### src/rtl/core/mseg_pkg.sv
// Shared widths, codes, register defaults and the curve table of the envelope generator.
`timescale 1ns / 1ps

package mseg_pkg;

	localparam int TIME_W  = 24;
	localparam int LEVEL_W = 16;
	localparam int SEG_W   = 3;
	localparam int ADDR_W  = 3;
	localparam int DATA_W  = TIME_W;
	localparam int PROD_W  = LEVEL_W + TIME_W;

	localparam int CURVE_STEPS    = 256;
	localparam int USE_SQRT_CURVE = 1;
	localparam int CURVE_IDX_W    = $clog2(CURVE_STEPS);
	localparam int CURVE_FULL_W   = $clog2(CURVE_STEPS + 1);
	localparam int CURVE_PROD_W   = LEVEL_W + CURVE_FULL_W;

	localparam int DIV_CNT_W = $clog2(LEVEL_W);

	localparam logic [TIME_W-1:0]  TIME_ONE_RST      = TIME_W'(1000);
	localparam logic [TIME_W-1:0]  TIME_TWO_RST      = TIME_W'(1000);
	localparam logic [TIME_W-1:0]  TIME_THREE_RST    = TIME_W'(1000);
	localparam logic [TIME_W-1:0]  TIME_RELEASE_RST  = TIME_W'(1000);
	localparam logic [LEVEL_W-1:0] LEVEL_ONE_RST     = LEVEL_W'(65535);
	localparam logic [LEVEL_W-1:0] LEVEL_TWO_RST     = LEVEL_W'(49152);
	localparam logic [LEVEL_W-1:0] LEVEL_SUSTAIN_RST = LEVEL_W'(32768);
	localparam logic [LEVEL_W-1:0] LEVEL_FINAL_RST   = LEVEL_W'(0);

	typedef enum logic [SEG_W-1:0] {
		SEG_FIRST,
		SEG_SECOND,
		SEG_THIRD,
		SEG_SUSTAIN,
		SEG_RELEASE,
		SEG_HOLD
	} seg_t;

	typedef enum logic [ADDR_W-1:0] {
		REG_TIME_ONE,
		REG_TIME_TWO,
		REG_TIME_THREE,
		REG_TIME_RELEASE,
		REG_LEVEL_ONE,
		REG_LEVEL_TWO,
		REG_LEVEL_SUSTAIN,
		REG_LEVEL_FINAL
	} cfg_reg_t;

	typedef enum logic [2:0] {
		ST_IDLE,
		ST_SEL,
		ST_MUL,
		ST_DIV,
		ST_LIN,
		ST_OUT
	} state_t;

	typedef logic [LEVEL_W-1:0] curve_tab_t [CURVE_STEPS];

	function automatic logic [LEVEL_W-1:0] isqrt_sat(logic [63:0] x);
		logic [63:0] rem;
		logic [63:0] root;
		logic [63:0] b;
		rem  = x;
		root = '0;
		b    = 64'd1 << 62;
		for (int k = 0; k < 32; k++) begin
			if (rem >= root + b) begin
				rem  = rem - (root + b);
				root = (root >> 1) + b;
			end else begin
				root = root >> 1;
			end
			b = b >> 2;
		end
		if (root > 64'(2**LEVEL_W - 1)) begin
			return '1;
		end
		return root[LEVEL_W-1:0];
	endfunction

	function automatic curve_tab_t build_curve();
		curve_tab_t tab;
		for (int i = 0; i < CURVE_STEPS; i++) begin
			tab[i] = isqrt_sat((64'(i) << 32) / CURVE_STEPS);
		end
		return tab;
	endfunction

	localparam curve_tab_t CURVE_TABLE = build_curve();

endpackage

### src/rtl/core/mseg_if.sv
// Valid/ready channel interfaces for items, results and register writes.
`timescale 1ns / 1ps

interface mseg_in_if;
	logic                         valid;
	logic                         ready;
	logic                         key_down;
	logic [mseg_pkg::TIME_W-1:0]  ticks_since_press;
	logic [mseg_pkg::TIME_W-1:0]  ticks_since_release;

	modport source (output valid, key_down, ticks_since_press, ticks_since_release,
		input ready);
	modport sink (input valid, key_down, ticks_since_press, ticks_since_release,
		output ready);
endinterface

interface mseg_out_if;
	logic                         valid;
	logic                         ready;
	logic [mseg_pkg::LEVEL_W-1:0] level;
	logic [mseg_pkg::SEG_W-1:0]   segment;

	modport source (output valid, level, segment, input ready);
	modport sink (input valid, level, segment, output ready);
endinterface

interface mseg_cfg_if;
	logic                         valid;
	logic                         ready;
	logic [mseg_pkg::ADDR_W-1:0]  addr;
	logic [mseg_pkg::DATA_W-1:0]  data;

	modport source (output valid, addr, data, input ready);
	modport sink (input valid, addr, data, output ready);
endinterface

### src/rtl/core/multi_segment_envelope_generator.sv
// Four-segment envelope generator: segment select, bit-serial divide, curve map.
`timescale 1ns / 1ps

// Usage:
// item carries one tick (key_down, ticks_since_press, ticks_since_release);
// result returns one beat per item: the envelope level and its segment code.
// cfg writes one register per beat (addr 0..7: four segment times, then the
// four levels); it is always ready. It must be written only while the block
// idles; the block itself does not enforce this. A ramping segment passes
// through accept, segment select (one subtract and compare per pressed
// segment), multiply, divide (one quotient bit per cycle from a restoring
// divider), forming the level and the curve lookup. Sustain and final hold
// skip the multiply and divide.
// One item is in flight at a time; item.ready is high again once its result
// sits in the output register, so the next item is taken while that beat
// waits. A stalled result holds the block before its output cycle.
// Reset restores the register defaults and clears the captured levels and
// the previous key state; the curve table is a constant and needs no fill.
module multi_segment_envelope_generator (
	input  logic           clk,
	input  logic           arst_n,
	mseg_in_if.sink        item,
	mseg_out_if.source     result,
	mseg_cfg_if.sink       cfg
);
	import mseg_pkg::*;

	state_t state_q, state_d;

	logic [TIME_W-1:0]  time_one_q, time_two_q, time_three_q, time_release_q;
	logic [LEVEL_W-1:0] level_one_q, level_two_q, level_sustain_q, level_final_q;

	logic [LEVEL_W-1:0] last_level_q, press_level_q, release_level_q;
	logic               key_was_down_q;

	logic               key_q;
	logic [TIME_W-1:0]  t_q;
	logic [1:0]         phase_q;
	seg_t               seg_q;
	logic [LEVEL_W-1:0] a_q, b_q;
	logic [TIME_W-1:0]  span_q;
	logic               direct_q;
	logic               up_q;
	logic [TIME_W-1:0]  rem_q;
	logic [LEVEL_W-1:0] pq_q;
	logic [DIV_CNT_W-1:0] cnt_q;
	logic [LEVEL_W-1:0] lin_q;

	logic               out_valid_q;
	logic [LEVEL_W-1:0] out_level_q;
	seg_t               out_seg_q;

	// control outputs of the sequencer
	logic in_take, sel_step, mul_go, div_step, lin_go, out_load;

	// segment select
	logic               sel_hit;
	seg_t               sel_seg;
	logic [LEVEL_W-1:0] sel_a, sel_b;
	logic [TIME_W-1:0]  sel_span;
	logic               sel_direct;
	logic [TIME_W-1:0]  sel_t_next;

	// datapath
	logic [LEVEL_W-1:0] diff;
	logic [PROD_W-1:0]  prod;
	logic [TIME_W:0]    div_shift;
	logic               div_bit;
	logic [TIME_W:0]    div_sub;
	logic [LEVEL_W-1:0] lin_d;
	logic [CURVE_PROD_W-1:0] idx_prod;
	logic [CURVE_FULL_W-1:0] idx_full;
	logic [CURVE_IDX_W-1:0]  idx;
	logic [LEVEL_W-1:0] level_map;

	assign cfg.ready = 1'b1;

	// segment select: one bound per cycle, carrying the elapsed time past it
	always_comb begin
		sel_hit    = 1'b0;
		sel_seg    = SEG_FIRST;
		sel_a      = press_level_q;
		sel_b      = level_one_q;
		sel_span   = time_one_q;
		sel_direct = 1'b0;
		sel_t_next = t_q;
		if (!key_q) begin
			sel_hit = 1'b1;
			sel_a   = release_level_q;
			sel_b   = level_final_q;
			sel_span = time_release_q;
			if (t_q < time_release_q) begin
				sel_seg = SEG_RELEASE;
			end else begin
				sel_seg    = SEG_HOLD;
				sel_direct = 1'b1;
			end
		end else begin
			unique case (phase_q)
				2'd0: begin
					sel_a    = press_level_q;
					sel_b    = level_one_q;
					sel_span = time_one_q;
					if (t_q <= time_one_q) begin
						sel_hit    = 1'b1;
						sel_seg    = SEG_FIRST;
						sel_direct = (time_one_q == '0);
					end else begin
						sel_t_next = t_q - time_one_q;
					end
				end
				2'd1: begin
					sel_a    = level_one_q;
					sel_b    = level_two_q;
					sel_span = time_two_q;
					if (t_q <= time_two_q) begin
						sel_hit = 1'b1;
						sel_seg = SEG_SECOND;
					end else begin
						sel_t_next = t_q - time_two_q;
					end
				end
				default: begin
					sel_a    = level_two_q;
					sel_b    = level_sustain_q;
					sel_span = time_three_q;
					sel_hit  = 1'b1;
					if (t_q <= time_three_q) begin
						sel_seg = SEG_THIRD;
					end else begin
						sel_seg    = SEG_SUSTAIN;
						sel_b      = level_sustain_q;
						sel_direct = 1'b1;
					end
				end
			endcase
		end
	end

	assign diff = (b_q >= a_q) ? (b_q - a_q) : (a_q - b_q);
	assign prod = PROD_W'(diff) * PROD_W'(t_q);

	// restoring divide: shift in the next product bit, subtract span if it fits
	assign div_shift = {rem_q, pq_q[LEVEL_W-1]};
	assign div_bit   = (div_shift >= {1'b0, span_q});
	assign div_sub   = div_bit ? (div_shift - {1'b0, span_q}) : div_shift;

	always_comb begin
		if (direct_q) begin
			lin_d = b_q;
		end else if (up_q) begin
			lin_d = a_q + pq_q;
		end else begin
			lin_d = a_q - pq_q;
		end
	end

	assign idx_prod = CURVE_PROD_W'(lin_q) * CURVE_PROD_W'(CURVE_STEPS);
	assign idx_full = idx_prod[CURVE_PROD_W-1:LEVEL_W];
	assign idx = (idx_full > CURVE_FULL_W'(CURVE_STEPS - 1)) ?
		CURVE_IDX_W'(CURVE_STEPS - 1) : idx_full[CURVE_IDX_W-1:0];
	assign level_map = (USE_SQRT_CURVE != 0) ? CURVE_TABLE[idx] : lin_q;

	// next state
	always_comb begin
		state_d = state_q;
		unique case (state_q)
			ST_IDLE: begin
				if (item.valid) begin
					state_d = ST_SEL;
				end
			end
			ST_SEL: begin
				if (sel_hit) begin
					state_d = sel_direct ? ST_LIN : ST_MUL;
				end
			end
			ST_MUL: state_d = ST_DIV;
			ST_DIV: begin
				if (cnt_q == DIV_CNT_W'(LEVEL_W - 1)) begin
					state_d = ST_LIN;
				end
			end
			ST_LIN: state_d = ST_OUT;
			ST_OUT: begin
				if (!out_valid_q || result.ready) begin
					state_d = ST_IDLE;
				end
			end
			default: state_d = ST_IDLE;
		endcase
	end

	// sequencer outputs
	always_comb begin
		item.ready = (state_q == ST_IDLE);
		in_take    = (state_q == ST_IDLE) && item.valid;
		sel_step   = (state_q == ST_SEL);
		mul_go     = (state_q == ST_MUL);
		div_step   = (state_q == ST_DIV);
		lin_go     = (state_q == ST_LIN);
		out_load   = (state_q == ST_OUT) && (!out_valid_q || result.ready);
	end

	always_ff @(posedge clk or negedge arst_n) begin
		if (!arst_n) begin
			state_q <= ST_IDLE;
		end else begin
			state_q <= state_d;
		end
	end

	always_ff @(posedge clk or negedge arst_n) begin
		if (!arst_n) begin
			time_one_q      <= TIME_ONE_RST;
			time_two_q      <= TIME_TWO_RST;
			time_three_q    <= TIME_THREE_RST;
			time_release_q  <= TIME_RELEASE_RST;
			level_one_q     <= LEVEL_ONE_RST;
			level_two_q     <= LEVEL_TWO_RST;
			level_sustain_q <= LEVEL_SUSTAIN_RST;
			level_final_q   <= LEVEL_FINAL_RST;
		end else if (cfg.valid) begin
			unique case (cfg_reg_t'(cfg.addr))
				REG_TIME_ONE:      time_one_q      <= cfg.data;
				REG_TIME_TWO:      time_two_q      <= cfg.data;
				REG_TIME_THREE:    time_three_q    <= cfg.data;
				REG_TIME_RELEASE:  time_release_q  <= cfg.data;
				REG_LEVEL_ONE:     level_one_q     <= cfg.data[LEVEL_W-1:0];
				REG_LEVEL_TWO:     level_two_q     <= cfg.data[LEVEL_W-1:0];
				REG_LEVEL_SUSTAIN: level_sustain_q <= cfg.data[LEVEL_W-1:0];
				REG_LEVEL_FINAL:   level_final_q   <= cfg.data[LEVEL_W-1:0];
				default: ;
			endcase
		end
	end

	// envelope state: capture the running level on key edges
	always_ff @(posedge clk or negedge arst_n) begin
		if (!arst_n) begin
			last_level_q    <= '0;
			press_level_q   <= '0;
			release_level_q <= '0;
			key_was_down_q  <= 1'b0;
		end else begin
			if (in_take) begin
				key_was_down_q <= item.key_down;
				if (item.key_down && !key_was_down_q) begin
					press_level_q <= last_level_q;
				end
				if (!item.key_down && key_was_down_q) begin
					release_level_q <= last_level_q;
				end
			end
			if (lin_go) begin
				last_level_q <= lin_d;
			end
		end
	end

	always_ff @(posedge clk or negedge arst_n) begin
		if (!arst_n) begin
			phase_q <= '0;
			cnt_q   <= '0;
		end else begin
			if (in_take) begin
				phase_q <= '0;
			end else if (sel_step && !sel_hit) begin
				phase_q <= phase_q + 2'd1;
			end
			if (mul_go) begin
				cnt_q <= '0;
			end else if (div_step) begin
				cnt_q <= cnt_q + DIV_CNT_W'(1);
			end
		end
	end

	// payload registers
	always_ff @(posedge clk) begin
		if (in_take) begin
			key_q <= item.key_down;
			t_q   <= item.key_down ? item.ticks_since_press : item.ticks_since_release;
		end else if (sel_step) begin
			t_q <= sel_t_next;
		end
		if (sel_step && sel_hit) begin
			seg_q    <= sel_seg;
			a_q      <= sel_a;
			b_q      <= sel_b;
			span_q   <= sel_span;
			direct_q <= sel_direct;
		end
		if (mul_go) begin
			up_q  <= (b_q >= a_q);
			rem_q <= prod[PROD_W-1:LEVEL_W];
			pq_q  <= prod[LEVEL_W-1:0];
		end else if (div_step) begin
			rem_q <= div_sub[TIME_W-1:0];
			pq_q  <= {pq_q[LEVEL_W-2:0], div_bit};
		end
		if (lin_go) begin
			lin_q <= lin_d;
		end
		if (out_load) begin
			out_level_q <= level_map;
			out_seg_q   <= seg_q;
		end
	end

	always_ff @(posedge clk or negedge arst_n) begin
		if (!arst_n) begin
			out_valid_q <= 1'b0;
		end else if (out_load) begin
			out_valid_q <= 1'b1;
		end else if (result.ready) begin
			out_valid_q <= 1'b0;
		end
	end

	assign result.valid   = out_valid_q;
	assign result.level   = out_level_q;
	assign result.segment = out_seg_q;

endmodule
### src/flat_wrapper.sv
// flat-port wrapper written by rule: the top's interface ports become plain ports
module multi_segment_envelope_generator_flat import mseg_pkg::*;
  (clk, arst_n, item_valid, item_key_down, item_ticks_since_press, item_ticks_since_release, item_ready, result_valid, result_level, result_segment, result_ready, cfg_valid, cfg_addr, cfg_data, cfg_ready);
  mseg_in_if item_i ();
  mseg_out_if result_i ();
  mseg_cfg_if cfg_i ();
  input  logic clk;
  input  logic arst_n;
  input wire logic [$bits(item_i.valid)-1:0] item_valid;
  input wire logic [$bits(item_i.key_down)-1:0] item_key_down;
  input wire logic [$bits(item_i.ticks_since_press)-1:0] item_ticks_since_press;
  input wire logic [$bits(item_i.ticks_since_release)-1:0] item_ticks_since_release;
  output wire logic [$bits(item_i.ready)-1:0] item_ready;
  output wire logic [$bits(result_i.valid)-1:0] result_valid;
  output wire logic [$bits(result_i.level)-1:0] result_level;
  output wire logic [$bits(result_i.segment)-1:0] result_segment;
  input wire logic [$bits(result_i.ready)-1:0] result_ready;
  input wire logic [$bits(cfg_i.valid)-1:0] cfg_valid;
  input wire logic [$bits(cfg_i.addr)-1:0] cfg_addr;
  input wire logic [$bits(cfg_i.data)-1:0] cfg_data;
  output wire logic [$bits(cfg_i.ready)-1:0] cfg_ready;
  assign item_i.valid = item_valid;
  assign item_i.key_down = item_key_down;
  assign item_i.ticks_since_press = item_ticks_since_press;
  assign item_i.ticks_since_release = item_ticks_since_release;
  assign item_ready = item_i.ready;
  assign result_valid = result_i.valid;
  assign result_level = result_i.level;
  assign result_segment = result_i.segment;
  assign result_i.ready = result_ready;
  assign cfg_i.valid = cfg_valid;
  assign cfg_i.addr = cfg_addr;
  assign cfg_i.data = cfg_data;
  assign cfg_ready = cfg_i.ready;
  multi_segment_envelope_generator u_core (.clk(clk), .arst_n(arst_n), .item(item_i), .result(result_i), .cfg(cfg_i));
endmodule
### config.mk
export PLATFORM = sky130hd
export DESIGN_NAME = multi_segment_envelope_generator_flat
export DESIGN_NICKNAME = d
export VERILOG_FILES = /design/src/rtl/core/mseg_pkg.sv /design/src/rtl/core/mseg_if.sv /design/src/rtl/core/multi_segment_envelope_generator.sv /design/src/flat_wrapper.sv
export SDC_FILE = /design/constraint.sdc
export NUM_CORES = 2
export LEC_CHECK = 0
export BUFFER_PORTS_ARGS = -buffer_cell sky130_fd_sc_hd__buf_4
export CAP_MARGIN = 10
export CORE_MARGIN = 4
export CORE_UTILIZATION = 31
export DETAILED_ROUTE_END_ITERATION = 8
export HOLD_SLACK_MARGIN = 0.03
export PLACE_DENSITY_LB_ADDON = 0.1
export SLEW_MARGIN = 5
export SYNTH_ARGS = -nofsm -noshare
export SYNTH_HDL_FRONTEND = slang
export SYNTH_SLANG_ARGS = --single-unit
export TNS_END_PERCENT = 30
### constraint.sdc
create_clock -name clk -period 12.48 [get_ports clk]
set_clock_uncertainty 0.15 [all_clocks]
set_input_delay 1.248 -clock clk [delete_from_list [all_inputs] [get_ports clk]]
set_output_delay 1.248 -clock clk [all_outputs]
set_load 0.03 [all_outputs]
# Word-level counts from Yosys, hierarchy flattened
# Memories as Yosys holds them, arrays and structs flattened. A register that Yosys moved wholly into a read port is not among the register bits.
# Cells that the tools add are included.
# word_totals
wordCells	148
out_inout_bits	22
input_bits	81
mem_bits_ro	4096
n_memories	1
regBits	364
# memory_table
memory	words	word_bits	rd	rd_ports_with_merged_regs	wr	line_no	rtl
(no name shown)	256	16	1	1	0	multi_segment_envelope_generator.sv:162	assign level_map = (USE_SQRT_CURVE != 0) ? CURVE_TABLE[idx] : lin_q;
# op_classes
multipliers	1
muxes	48
add_sub_neg	9
reduce_logical	33
magnitude_cmp	7
n_bitwise	1
n_eq_ne	20
# ops
cell	n
24-bit two-way mux	10
16-bit two-way mux	7
24-bit case mux with 2 select lines	2
24-bit <= comparator	3
24-bit subtractor	3
16-bit case mux with 2 select lines	2
16-bit subtractor	3
16-bit by 24-bit multiplier with 40-bit output	1
25-bit by 24-bit greater-or-equal comparator with 1-bit output	1
24-bit logical NOT	1
24-bit < comparator	1
2-bit AND reduction	10
3-bit == test (second input constant)	6
3-bit two-way mux	6
3-bit case mux with 6 select lines	1
16-bit adder	1
16-bit greater-or-equal comparator	1
3-bit by 2-bit == test with 1-bit output (second input constant)	4
1-bit two-way mux	12
2-bit nonzero test	5
8-bit NOT with 9-bit output	1
8-bit greater-than comparator (second input constant)	1
4-bit two-way mux	2
8-bit two-way mux	1
other kinds (19)	34

# Depth between registers and ports, before layout
# depth
ltp_word	8
mapped_depth	39
depth_no_buf	37

# Worst setup path before layout
# Ideal clock, no wire load.
# synth_timing
kind	flip-flop to flip-flop
from	register u_core.b_q[0]
to	register u_core.rem_q[22] (data pin)
arrival_time_ns	8.401
path_slack_ns	3.649
synth_period_minus_slack_ns	8.831
setup_time_ns	0.279
required_ns	12.051
n_path_buf	3
path_stages_with_launch	36
path_cell_list	edfxtp_1 > inv_1 > ha_1 > inv_1 > fa_1 > a21oi_1 > o22ai_2 > o41ai_2 > and4_4 > o41ai_4 > buf_6 > a2111oi_0 > nor3_2 > xor2_2 > buf_6 > and2_1 > fa_1 > fa_1 > fa_1 > fa_1 > fa_1 > inv_1 > fa_1 > inv_1 > ha_1 > clkbuf_1 > a21oi_1 > o21ai_0 > nor2_1 > a31oi_1 > nor2_1 > a31o_2 > o31ai_1 > a41oi_1 > nor3_1 > a311oi_1
# synth_between
elab_chain_cells	4
word_cells_on_any_way	6
classes_between	add/sub: 2; mul: 1; order compare: 1; mux: 2
# synth_lines
element	line_no	rtl
start: declaration	multi_segment_envelope_generator.sv:40	logic [LEVEL_W-1:0] a_q, b_q;
start signal: assignment	multi_segment_envelope_generator.sv:290	b_q <= sel_b;
16-bit subtractor / 16-bit greater-or-equal comparator (equally long branches)	multi_segment_envelope_generator.sv:140	assign diff = (b_q >= a_q) ? (b_q - a_q) : (a_q - b_q);
16-bit two-way mux (*)	multi_segment_envelope_generator.sv:140	
16-bit by 24-bit multiplier with 40-bit output (*)	multi_segment_envelope_generator.sv:141	assign prod = PROD_W'(diff) * PROD_W'(t_q);
24-bit two-way mux (*)	multi_segment_envelope_generator.sv:294	if (mul_go) begin
end signal: assignment	multi_segment_envelope_generator.sv:296	rem_q <= prod[PROD_W-1:LEVEL_W];
end signal: assignment	multi_segment_envelope_generator.sv:299	rem_q <= div_sub[TIME_W-1:0];
end: declaration	multi_segment_envelope_generator.sv:44	logic [TIME_W-1:0] rem_q;
# Every way passes the cells marked *; elsewhere a longest branch is shown, timed or not.
# A chain may end at the register's enable or synchronous reset.

# Worst setup path after layout
# layout_timing
from	register u_core.a_q[0]
to	register u_core.rem_q[22] (data pin)
# layout_between
elab_chain_cells	4
word_cells_on_any_way	6
classes_between	add/sub: 2; mul: 1; order compare: 1; mux: 2
# layout_lines
element	line_no	rtl
start: declaration	multi_segment_envelope_generator.sv:40	
start signal: assignment	multi_segment_envelope_generator.sv:289	a_q <= sel_a;
16-bit subtractor / 16-bit greater-or-equal comparator (equally long branches)	multi_segment_envelope_generator.sv:140	
16-bit two-way mux (*)	multi_segment_envelope_generator.sv:140	
16-bit by 24-bit multiplier with 40-bit output (*)	multi_segment_envelope_generator.sv:141	
24-bit two-way mux (*)	multi_segment_envelope_generator.sv:294	
# Marks and branches as above.

==> metrics.txt <==
status completed; Ys Warns 0; Die Span Y 363.6 µm; clk_lat worst skew 0.65 ns; DRC errors left 0; final HPWL from detailed placement 100800 µm; Multi-input gate area 26160 µm²; via count 32250; Clock transition at path regs 0.06 ns; commonest cells after routing, fill and taps aside nand2_1 (561), inv_1 (549), o21ai_0 (328), fa_1 (312), ha_1 (299); CP required 12.65 ns; initial antenna violation count 5; period utilization 84.15%; share of layout cells above drive strength 1 11.12%; Setup TNS Final 0 ns; number of synthesized flops with an enable pin 153; global-route wire length before repair 207900 µm; fill cell count 13210; Rows 130; Crit Path Class register to register; grt ovf 0; Top FF cell, synth dfrtp_1; post-synthesis cell type count 88; I/O Pins 103; asr flop ratio synth 58.87%; Clock Sinks 372; most used cell, CP fa_1; Max Cap Viol 0; H-tree depth 2; largest net degree at the start of global routing 135; post-synthesis sequential area ratio 25.84%; Critical R2R Launch u_core.a_q[0]$_DFFE_PP_; FF/Latch Area 10130 µm²; Crit-path slowest cell ha_1; cts hold-fix bufs 0; Synth area leader fa_1; Via density 5.238; Netlist Area Pre-Place 39200 µm²; CTS tree done; Syn Area/Cell 8.759 µm²; Critical Path End u_core.rem_q[22]$_DFFE_PP_; initial core utilization 31.22%; crit path max fanout 25; Synth area leaders fa_1 (16%), edfxtp_1 (12%), dfrtp_1 (11%); Finish-stage setup viols 0; Core Area 125600 µm²; Post-Route WL 136000 µm; GP Congestion 0.9216; Worst R2R End u_core.rem_q[22]$_DFFE_PP_; WP data arrival 10.67 ns; Fin. Hold Viols 0; wire per inst 22.08 µm; input/output buffers 101; Clock Tree Root clkbuf_16; Slew HR 28.62%; fin. max-slew vios 0; Max Buffers Root-to-Sink 3; max incr delay on CP 0.90 ns; Resized cells post-CTS 0; crit start category register; vias in the first global route 32940; RSZ-0062 raised after global routing no; Synth top area share 15.93%; total CTS buffers 52; fmax 95.22 MHz; most common cell after layout, fill and taps aside nand2_1; register bit total from synthesis 372; crit end category register; global-route usage over all layers 20.39%; Syn Inst Count 4475; fin crit period 10.50 ns; die area 132200 µm²; Routed Antenna Nets 0; Hold Crit Class register to register; Layout area overhead 11.24%; Post-CTS Setup Bufs 0; Crit. Startpoint u_core.a_q[0]$_DFFE_PP_; synthesized net count 5169; Final nets 5157; Worst-Margin Slew 1.044 ns; flop2flop setup slack 1.98 ns; R2R depth 33; die width 363.6 µm; DR pass1 iterations 6; 1st-iter DRT viols 2015
state kept, by name (all words and copies together) (netlist names), 24 cells and up:
name	flops
u_core.time_two_q	24
u_core.time_release_q	24
u_core.time_one_q	24
u_core.t_q	24
u_core.span_q	24
u_core.rem_q	24
u_core.time_three_q	24
final cells by class:
cell class | count | area share [%]
repair buffers | 185 | 3.231
inverters | 557 | 4.795
diodes | 1 | 0.005739
well taps | 1650 | 4.735
flip-flops and latches | 372 | 23.23
clock inverters | 19 | 0.4648
multi-input cells | 3295 | 59.98
clock buffers | 78 | 3.558
cells by family after synthesis:
| family | after synthesis | synth area share, % |
|---|---|---|
| buffers and inverters | 808 | 7.900 |
| xor gates and xnor gates | 132 | 2.969 |
| DFF | 372 | 25.84 |
| muxes | 174 | 5.002 |
| AOI/OAI and AO/OA | 1119 | 17.83 |
| and+or+nand+nor | 1255 | 14.88 |
| adders and majority gates | 614 | 25.57 |
| other | 1 | 0.009567 |
stage by stage:
step	cell area, µm²	std cells	hold WS [ns]	util, %	worst slack (ns)
2_1_floorplan	39200	4475	0.2503	-	3.649
3_3_place_gp	41850	6059	0.2660	33.33	2.169
3_5_place_dp	41850	6059	0.2837	33.33	1.979
4_1_cts	43600	6156	0.2962	34.72	1.934
5_1_grt	43600	6156	0.3045	34.72	1.311
6_report	43600	6157	0.2912	34.73	1.978
how the worst min path moves through the flow:
stage | from | endpoint | slack, ns | cells past startpoint
after floorplan | u_core.seg_q[0]$_DFFE_PP_ | u_core.result.segment[0]$_DFFE_PP_ | 0.25 | 0
after global placement | u_core.seg_q[1]$_SDFFCE_PN0P_ | u_core.result.segment[1]$_DFFE_PP_ | 0.27 | 0
after detailed placement | u_core.seg_q[1]$_SDFFCE_PN0P_ | u_core.result.segment[1]$_DFFE_PP_ | 0.28 | 0
after CTS | u_core.seg_q[1]$_SDFFCE_PN0P_ | u_core.result.segment[1]$_DFFE_PP_ | 0.30 | 0
after global routing | u_core.seg_q[1]$_SDFFCE_PN0P_ | u_core.result.segment[1]$_DFFE_PP_ | 0.30 | 0
final | u_core.seg_q[2]$_SDFFCE_PN1P_ | u_core.result.segment[2]$_DFFE_PP_ | 0.29 | 0
cell usage after synthesis, types with 35 or more instances:
master    instances
clkbuf_1        206
edfxtp_1        153
fa_1            312
nor2b_1          51
xor2_1           58
o211ai_1         41
xnor2_1          73
a211oi_1         64
a22oi_1          62
inv_1           551
nand2_1         561
o21ai_0         328
a31oi_1          78
mux2_2          134
dfrtp_1         176
and2_1          148
nor3_1           62
nand3_1          47
a21oi_1         278
nand2b_1         55
mux2i_1          35
ha_1            301
nor2_1          212
dfstp_2          43
a21o_1           78
worst max-delay path: cells and delay by family, from the launching register on:
family                     cells  cell delay [ns]
DFF                            1             0.41
xor gates and xnor gates       1             0.40
muxes                          1             0.38
buffers and inverters          5             0.89
AOI/OAI and AO/OA              9             2.17
and+or+nand+nor                9             1.41
adders and majority gates      8             4.35
per-layer routing:
metal / wire (µm) / track usage (%)
met1: 66240 / 29.85
met2: 59480 / 31.88
met3: 7199 / 2.810
met4: 3037 / 4.686
met5: 0 / 0
Power is left out: the tool's default activity adds up to more than one toggle a clock period on the data nets, which glitch-free logic cannot reach.
